### src/rtl/core/rgbh_pkg.sv
// Package for the RGB histogram block: command codes, sequencer states and
// fixed field widths. No dependencies.
`default_nettype none
package rgbh_pkg;

  localparam int HEIGHT_W  = 12;
  localparam int CHANNELS  = 3;
  localparam int S_TDATA_W = 40;
  localparam int M_TDATA_W = 48;
  localparam logic [HEIGHT_W-1:0] MAX_HEIGHT_RESET = 12'd256;
  localparam logic REG_MAX_HEIGHT = 1'b0;

  typedef enum logic [1:0] {
    CMD_PIXEL = 2'd0,
    CMD_READ  = 2'd1,
    CMD_CLEAR = 2'd2
  } cmd_t;

  typedef enum logic [2:0] {
    S_CLEAR,
    S_IDLE,
    S_PIX_RD,
    S_PIX_WR,
    S_RD_RD,
    S_RD_MUL,
    S_RD_DIV,
    S_RD_OUT
  } state_t;

endpackage
`default_nettype wire

### src/rtl/core/rgbh_div.sv
// Iterative restoring divider producing a 12-bit quotient, one bit a cycle.
// Depends on rgbh_pkg.
`default_nettype none
module rgbh_div #(
  parameter int CW = 20
) (
  input  wire logic                                  clk,
  input  wire logic                                  rst,
  input  wire logic                                  start,
  input  wire logic [CW+rgbh_pkg::HEIGHT_W-1:0]      dividend,
  input  wire logic [CW-1:0]                         divisor,
  output logic                                       done,
  output logic [rgbh_pkg::HEIGHT_W-1:0]              quotient
);

  localparam int DW = CW + rgbh_pkg::HEIGHT_W;
  localparam int SW = $clog2(rgbh_pkg::HEIGHT_W);

  logic          busy;
  logic [SW-1:0] step;
  logic [DW-1:0] rem;
  logic [DW-1:0] dsh;
  logic          ge;

  assign ge = (rem >= dsh);

  always_ff @(posedge clk) begin
    if (rst) begin
      busy <= 1'b0;
      done <= 1'b0;
      step <= '0;
    end else begin
      done <= 1'b0;
      if (start) begin
        busy <= 1'b1;
        step <= '0;
      end else if (busy) begin
        step <= step + SW'(1);
        if (step == SW'(rgbh_pkg::HEIGHT_W - 1)) begin
          busy <= 1'b0;
          done <= 1'b1;
        end
      end
    end
  end

  always_ff @(posedge clk) begin
    if (start) begin
      rem      <= dividend;
      dsh      <= DW'(divisor) << (rgbh_pkg::HEIGHT_W - 1);
      quotient <= '0;
    end else if (busy) begin
      if (ge) begin
        rem <= rem - dsh;
      end
      dsh      <= dsh >> 1;
      quotient <= {quotient[rgbh_pkg::HEIGHT_W-2:0], ge};
    end
  end

endmodule
`default_nettype wire

### config.mk
export PLATFORM = sky130hd
export DESIGN_NAME = rgbh_div
export DESIGN_NICKNAME = d
export VERILOG_FILES = /design/src/rtl/core/rgbh_pkg.sv /design/src/rtl/core/rgbh_div.sv
export SDC_FILE = /design/constraint.sdc
export NUM_CORES = 1
export LEC_CHECK = 0
export ABC_AREA = 1
export BUFFER_PORTS_ARGS = -buffer_cell sky130_fd_sc_hd__buf_2
export CORE_MARGIN = 5
export CORE_UTILIZATION = 64
export DETAILED_ROUTE_END_ITERATION = 7
export PLACE_DENSITY = 0.86
export SLEW_MARGIN = 20
export SYNTH_ARGS = -nofsm -noshare
export SYNTH_HDL_FRONTEND = slang
export SYNTH_SLANG_ARGS = --single-unit
### constraint.sdc
create_clock -name clk -period 5.23 [get_ports clk]
set_clock_uncertainty 0.1 [all_clocks]
set_input_delay 0.7845 -clock clk [delete_from_list [all_inputs] [get_ports clk]]
set_output_delay 0.7845 -clock clk [all_outputs]
set_load 0.01 [all_outputs]
==> results of run 1 <==
synth_stat cells, types with 2 or more instances:
library cell	count
dfxtp_1	29
edfxtp_1	52
and2_1	2
a211oi_1	2
nor2_1	69
buf_1	3
o21ai_0	31
xnor2_1	9
nand2_2	13
buf_2	3
o21ai_1	6
ha_1	32
nor2_2	2
clkbuf_1	12
nor3_1	8
nand2_1	318
a21oi_1	37
nand3_1	61
nand3b_1	5
nand4_1	2
or2_2	2
or2_1	2
inv_1	152
o21bai_1	3
per-stage QoR:
stage,instances,util (%)
after global routing,1039,73.2
after CTS,1038,72.9
after global placement,1022,70.6
after floorplan,865,-
final,1039,73.2
after detailed placement,1022,70.6
flip-flops by register name, summed over array words and instances, names as in the netlist:
signal,cells
done,1
busy,1
dsh,31
quotient,12
step,4
rem,32
kinds of logic (layout without fill, tap and decap cells):
| group | Yosys count | in the layout | share of synthesized area, % |
|---|---|---|---|
| AOI/OAI and AO/OA | 81 | 81 | 7.36 |
| xor gates and xnor gates | 9 | 9 | 1.37 |
| adders and majority gates | 33 | 33 | 7.32 |
| buffers and inverters | 173 | 239 | 11.6 |
| DFF | 81 | 81 | 37.3 |
| and+or+nand+nor | 488 | 488 | 35.1 |
tightest hold or removal path: cells and delay by family, from the launching register on:
kind | cells | cell delay (ns)
compound gates | 1 | 0.06
buf+inv | 1 | 0.07
flops | 1 | 0.32
final cells by class:
class / instances / area share [%]
Multi-Input combinational cell: 611 / 46.2
Inverter: 153 / 8.99
Tap cell: 108 / 2.12
Sequential cell: 81 / 33.5
Clock inverter: 7 / 1.27
Clock buffer: 9 / 1.94
Timing Repair Buffer: 70 / 5.92
per-layer routing:
metal	routed length (µm)	GRT usage (%)
met5	0	0
met4	150	5.39
met3	1090	4.93
met2	6420	41.0
met1	6380	37.1
power groups by stage:
stage | Clock (W) | Combinational (W) | Sequential, W
2_1_floorplan | 0 | 0.000941 | 0.000867
3_3_place_gp | 0 | 0.00118 | 0.000875
3_5_place_dp | 0 | 0.00122 | 0.000883
4_1_cts | 0.000482 | 0.00123 | 0.000869
5_1_grt | 0.000508 | 0.00142 | 0.000878
6_report | 0.000475 | 0.00126 | 0.000868
worst min path at each step:
stage | startpoint | end | slack (ns)
4_1_cts | dsh[8] | dsh[7] | 0.38
6_report | dsh[8] | dsh[7] | 0.38
5_1_grt | dsh[8] | dsh[7] | 0.42
2_1_floorplan | dsh[10] | dsh[9] | 0.34
3_5_place_dp | dsh[8] | dsh[7] | 0.37
3_3_place_gp | dsh[8] | dsh[7] | 0.36
==> results.yml, run 1 <==
outcome:
  outcome: "completed"
cts:
  clock_latency_ns: 0.37
  clk_pin_slew_ns: 0.09
  post-cts-setup-buffers: 0
  post_cts_resized: 0
  cts_buffers: 9
  clock-root-buffer: "clkbuf_8"
  cts.sinks: 81
  htreeDepth: 3
  postCtsHoldBufs: 0
  cts_tree: "done"
  clk_path_buf_depth: 2
detailed_routing:
  drc_errors: 0
  avgRoutedWirePerCell_um: 13.5
  vias: 5520
  wirelength_um: 14000
  first_pass_iters: 7
  avgViaCountPerCell: 5.31
  ant_nets: 0
  first_iter_violations: 392
die:
  fp-row-count: 34
  die_height_um: 105
  die-width_um: 105
  initial_utilization_pct: 65.9
  die-area_um2: 11000
  core-area_um2: 8720
  io-pin-count: 68
cells_and_area:
  final_cell_mix: "nand2_1, inv_1, nor2_1"
  syn_to_final_growth_pct: 11.2
  num_antenna_cells: 0
  final_common_cell: "nand2_1"
  seqCellArea_um2: 2140
  drive_gt1_share_pct: 11.6
  finish.instance_area_um2: 6390
  multi_input_area_um2: 2950
  nNetsFinal: 1014
  nFillCells: 743
place:
  port_buffers: 67
  gp_congestion: 0.991
  dp_hpwl_um: 10600
  post-place-ws_ns: 1.55
  dpl-instance-area_um2: 6150
power:
  seq_power_share_pct: 33.3
  power_switching_w: 0.00116
  total_power_w: 0.00261
  max-vdd-ir-drop_mv: 0.199
  leakagePower_nw: 3.45
  clkPwrFrac_pct: 18.3
  power_frac_comb_pct: 48.4
  swShare_pct: 44.4
  power_density_nw_per_um2: 408
  p_int_w: 0.00145
sta:
  fin_hold_ws_ns: 0.385
  rsz0062_at_grt: "no"
  fmax_mhz: 339
  period_needed_ns: 2.95
  hold_violations: 0
  setup_tns_ns: 0
  worst_pin_slew_ns: 1.07
  layout_setup_ws_ns: 2.28
  slew_violations: 0
  max_slew_margin_pct: 28.6
  timing.final.crit_share_pct: 56.4
  finalSetupViolCount: 0
setup_path:
  path_delay_family: "buffers and inverters"
  crit_cells: 5
  worstReg2RegEnd: "rem[29]"
  regToRegSetupSlack_ns: 2.46
  crit_end: "rem[29]"
  rr_startpoint: "dsh[22]"
  cp_cell_sequence: "buf_2 -> buf_4 -> inv_2 -> a31oi_4 -> buf_16"
  rr_worst_depth: 11
  path_class: "primary input to flip-flop"
  cpPeakStageDelay_ns: 0.66
  crit_path_top_delay_cell: "a31oi_4"
  startpoint: "start"
  crit_arrival_ns: 2.92
  crit_path_end_kind: "flip-flop"
  worstPathRequired_ns: 5.20
  cp_num_buf_inv: 4
  crit_fanout: 68
  start_kind: "primary input"
yosys:
  ys_seq_area_share_pct: 37.3
  ys_ff_latch: 81
  syn_inst: 865
  ys.flop_type: "edfxtp_1"
  syn-cell-area_um2: 5740
  synthTopCellsByArea: "edfxtp_1, nand2_1, dfxtp_1"
  yosysWarnings: 0
  synth-edff-count: 52
  yosysUniqueCellTypes: 34
  synth.avg_cell_area_um2: 6.64
  syn-num-nets: 953
  synth_top_cell_area_share_pct: 27.2
  async_flop_share_pct: 0
  yosysTopAreaCell: "edfxtp_1"
global_route:
  grt_pass1_vias: 5166
  antenna_found_initial: 0
  grt_pass1_wl_um: 23500
  grt_overflow: 0
  grt_max_degree: 69
  grt_usage_pct: 25.9
run:
  cap_violations: 0
hold_path:
  whs_path_depth: 2
  hold_path_class: "flip-flop to flip-flop"
No activity file was read; power rests on OpenSTA's default activity.
==> inputs of run 2 (changes only) <==
CORE_UTILIZATION = 59   (was 64)
PLACE_DENSITY = 0.81   (was 0.86)
clock period = 2.9 ns   (was 5.23 ns; I/O delays follow)
==> results.yml, run 2 (synthesis results as in run 1) <==
cts:
  clock_latency_ns: 0.37
  postCtsHoldBufs: 0
  clk_pin_slew_ns: 0.09
  clk_path_buf_depth: 2
  htreeDepth: 3
  cts.sinks: 81
  cts_buffers: 9
  cts_tree: "done"
  clock-root-buffer: "clkbuf_8"
power:
  power_density_nw_per_um2: 719
  max-vdd-ir-drop_mv: 0.459
  leakagePower_nw: 3.46
die:
  die-area_um2: 11800
  initial_utilization_pct: 59.6
  io-pin-count: 68
  die-width_um: 109
  die_height_um: 109
  fp-row-count: 36
  core-area_um2: 9640
sta:
  fmax_mhz: 403
  max_slew_margin_pct: 48.4
  hold_violations: 0
  setup_tns_ns: 0
  finalSetupViolCount: 0
  worst_pin_slew_ns: 0.773
  timing.final.crit_share_pct: 85.5
  period_needed_ns: 2.48
  slew_violations: 0
  rsz0062_at_grt: "no"
hold_path:
  whs_path_depth: 2
  hold_path_class: "primary input to flip-flop"
  min_to: "busy"
  worstHoldStart: "rst"
cells_and_area:
  drive_gt1_share_pct: 11.9
  num_antenna_cells: 0
  final_cell_mix: "nand2_1, inv_1, nor2_1"
  largest_reg_flops: 32
  top_regs: "rem: 32 flops, dsh: 31 flops, quotient: 12 flops"
  fin_util_pct: 66.6
  top_register: "rem"
  syn_to_final_growth_pct: 11.7
  nNetsFinal: 1019
  final_common_cell: "nand2_1"
detailed_routing:
  avgViaCountPerCell: 5.10
  first_pass_iters: 6
  avgRoutedWirePerCell_um: 13.4
  wirelength_um: 14300
  drc_errors: 0
  ant_nets: 0
  first_iter_violations: 474
  vias: 5452
global_route:
  antenna_found_initial: 0
  grt_overflow: 0
  use_met3_pct: 4.26
  grt_pass1_wl_um: 23300
  busiest_layer: "met1"
  grt_pass1_vias: 4993
  grt_max_degree: 63
  grt_usage_pct: 25.2
  use_met2_pct: 37.0
  grtUsageMet1_pct: 38.0
setup_path:
  crit_path_end_kind: "flip-flop"
  rr_startpoint: "dsh[14]"
  worstPathRequired_ns: 2.88
  regToRegSetupSlack_ns: 0.42
  crit_fanout: 5
  worstReg2RegEnd: "rem[18]"
  rr_worst_depth: 10
  start_kind: "flip-flop"
  path_class: "flip-flop to flip-flop"
  crit_arrival_ns: 2.46
outcome:
  outcome: "completed"
run:
  cap_violations: 0
place:
  dp_hpwl_um: 10900
  port_buffers: 67
  gp_congestion: 0.960
## run 2: cell count changes in the layout (fill, tap and decap cells not counted), sizes merged
cell / before / now
buf: 70 / 75
clkbuf: 9 / 11
inv: 157 / 156
clkinv: 3 / 2
## run 2: timing repair
action | in CTS | in global routing
buffers inserted | 0 | 2
endpoints found under the setup margin | 0 | 18
resized for setup | 0 | 0
## run 2: through the flow
step / power, W / std cells / setup slack (ns) / hold slack, ns / area, µm²
floorplan: 0.00326 / 865 / 0.0930 / 0.344 / 5750
global placement: 0.00378 / 1051 / 0.171 / 0.371 / 6230
detailed placement: 0.00381 / 1051 / 0.126 / 0.376 / 6230
CTS: 0.00456 / 1067 / 0.114 / 0.131 / 6390
global route: 0.00500 / 1069 / 0.246 / 0.146 / 6420
finish: 0.00462 / 1069 / 0.421 / 0.144 / 6420
## run 2: routing by layer
metal,part of all wire [%],vias to the layer above
met5,0,-
met1,48,2390
met4,1.9,0
li1,-,2822
met3,8.3,21
met2,42,219
## run 2: layout make-up
class / count / area (µm²)
clock buffer: 11 / 131
timing repair buffer: 75 / 420
fill: 891 / 3220
multi-input combinational: 611 / 2950
inverter: 153 / 574
clock inverter: 5 / 31.3
sequential: 81 / 2140
tap: 133 / 166
## run 2: worst max path at each step
stage | from | to | slack [ns] | cells past startpoint
floorplan | rem[0] | rem[0] | 0.09 | 12
global placement | dsh[14] | rem[22] | 0.17 | 10
detailed placement | rem[0] | rem[29] | 0.13 | 13
CTS | rem[0] | rem[20] | 0.11 | 13
global route | rem[0] | rem[17] | 0.25 | 13
finish | dsh[14] | rem[18] | 0.42 | 10
## run 2: worst max-delay path, stage by stage (launching register included)
cell      delay [ns]
edfxtp_1        0.35
inv_1           0.06
ha_1            0.36
nand2_1         0.13
nor2_1          0.21
and2_1          0.20
nand3_1         0.08
nand3_1         0.10
nand2_1         0.11
a31oi_4         0.29
buf_4           0.22
## run 2: power breakdown
group | leakage, nW | internal, W | switching [W]
clock network | 0.0883 | 0.000314 | 0.000444
logic | 2.61 | 0.000809 | 0.00150
registers | 0.770 | 0.00147 | 0.0000785
total | 3.46 | 0.00260 | 0.00202
==> inputs of run 3 (changes only) <==
CORE_ASPECT_RATIO = 0.5   (was not set)
==> results.yml, run 3 (synthesis results as in run 1) <==
setup_path:
  crit_path_end_kind: "flip-flop"
  start_kind: "flip-flop"
  crit_arrival_ns: 2.41
  cp_num_buf_inv: 1
  crit_fanout: 20
  path_delay_family: "simple AND/OR/NAND/NOR gates"
  path_class: "flip-flop to flip-flop"
  cpPeakStageDelay_ns: 0.39
  worstPathRequired_ns: 2.85
  regToRegSetupSlack_ns: 0.44
  cp_cell_sequence: "ha_1 -> nand2_1 -> nor2_1 -> and2_1 -> nand3_1 -> nand3_1 -> nand2_1 -> a31oi_4 -> buf_12"
  crit_path_top_delay_cell: "edfxtp_1"
sta:
  slew_violations: 0
  finalSetupViolCount: 0
  hold_violations: 0
  worst_pin_slew_ns: 0.660
  timing.final.crit_share_pct: 85.0
  setup_tns_ns: 0
  period_needed_ns: 2.46
  max_slew_margin_pct: 56.0
  fmax_mhz: 406
  rsz0062_at_grt: "no"
cells_and_area:
  nNetsFinal: 1018
  top_register: "rem"
  final_cell_mix: "nand2_1, inv_1, nor2_1"
  final_common_cell: "nand2_1"
  num_antenna_cells: 0
  nFillCells: 851
  drive_gt1_share_pct: 12.1
  syn_to_final_growth_pct: 13.6
  largest_reg_flops: 32
  top_regs: "rem: 32 flops, dsh: 31 flops, quotient: 12 flops"
detailed_routing:
  drc_errors: 0
  ant_nets: 0
  first_iter_violations: 549
  avgRoutedWirePerCell_um: 14.3
  first_pass_iters: 7
  avgViaCountPerCell: 5.21
  wirelength_um: 15300
  vias: 5576
cts:
  cts.sinks: 81
  cts_tree: "done"
  htreeDepth: 3
  cts_buffers: 9
  clk_pin_slew_ns: 0.07
  clk_path_buf_depth: 2
  postCtsHoldBufs: 0
  clock_latency_ns: 0.35
  clock-root-buffer: "clkbuf_16"
  post_cts_resized: 0
global_route:
  grt_pass1_wl_um: 24800
  grt_overflow: 0
  grt_max_degree: 63
  grt_pass1_vias: 5269
  grt_usage_pct: 26.3
  antenna_found_initial: 0
power:
  seq_power_share_pct: 31.0
  power_frac_comb_pct: 46.5
  power_switching_w: 0.00215
  leakagePower_nw: 3.51
  total_power_w: 0.00502
  clkPwrFrac_pct: 22.6
  p_int_w: 0.00287
  max-vdd-ir-drop_mv: 0.369
  power_density_nw_per_um2: 770
  swShare_pct: 42.8
run:
  cap_violations: 0
die:
  die-width_um: 150
  fp-row-count: 25
  die-area_um2: 11900
  io-pin-count: 68
  core-area_um2: 9480
  initial_utilization_pct: 60.6
  die_height_um: 79.8
place:
  port_buffers: 67
  gp_congestion: 0.991
  dp_hpwl_um: 11400
hold_path:
  hold_path_class: "primary input to flip-flop"
outcome:
  outcome: "completed"
run 3: worst paths after layout:
check,start,end,depth (start not counted)
setup / recovery,rem[15],rem[30],9
hold / removal,rst,busy,2
setup reg to reg,rem[15],rem[30],9
hold reg to reg,quotient[0],quotient[0],2
run 3: through the flow:
step	cells	util (%)	setup WS [ns]	hold WS [ns]	area, µm²
finish	1070	68.8	0.436	0.163	6520
CTS	1068	68.6	0.170	0.155	6510
floorplan	865	-	0.0930	0.344	5750
detailed placement	1052	65.7	0.194	0.375	6220
global placement	1052	65.7	0.246	0.361	6220
global route	1070	68.8	0.220	0.161	6520
run 3: per-layer routing:
layer  track usage, %  vias up  routed length (µm)
met3             6.07       30                1180
met5                0        -                   0
met4             8.31        0                 350
met2             43.1      208                6950
li1                 -     2838                   -
met1             34.9     2500                6850
run 3: final cells by class:
cell class                      instances  area [µm²]  share of cell area (%)
Clock buffer                            9         225                    3.45
Clock inverter                          7        57.6                   0.883
Inverter                              153         574                    8.81
Multi-Input combinational cell        611        2950                    45.3
Sequential cell                        81        2140                    32.9
Tap cell                              135         169                    2.59
Timing Repair Buffer                   74         400                    6.14
run 3: what timing repair did:
item | CTS | global route
setup buffers | 0 | 2
endpoints found under the setup margin | 0 | 20
endpoints found under the hold margin | 0 | 0
run 3: power by group through the flow:
stage | clock network [W] | registers [W] | logic (W)
2_1_floorplan | 0 | 0.00156 | 0.00170
3_3_place_gp | 0 | 0.00157 | 0.00223
3_5_place_dp | 0 | 0.00158 | 0.00226
4_1_cts | 0.00113 | 0.00155 | 0.00229
5_1_grt | 0.00119 | 0.00157 | 0.00262
6_report | 0.00113 | 0.00155 | 0.00233
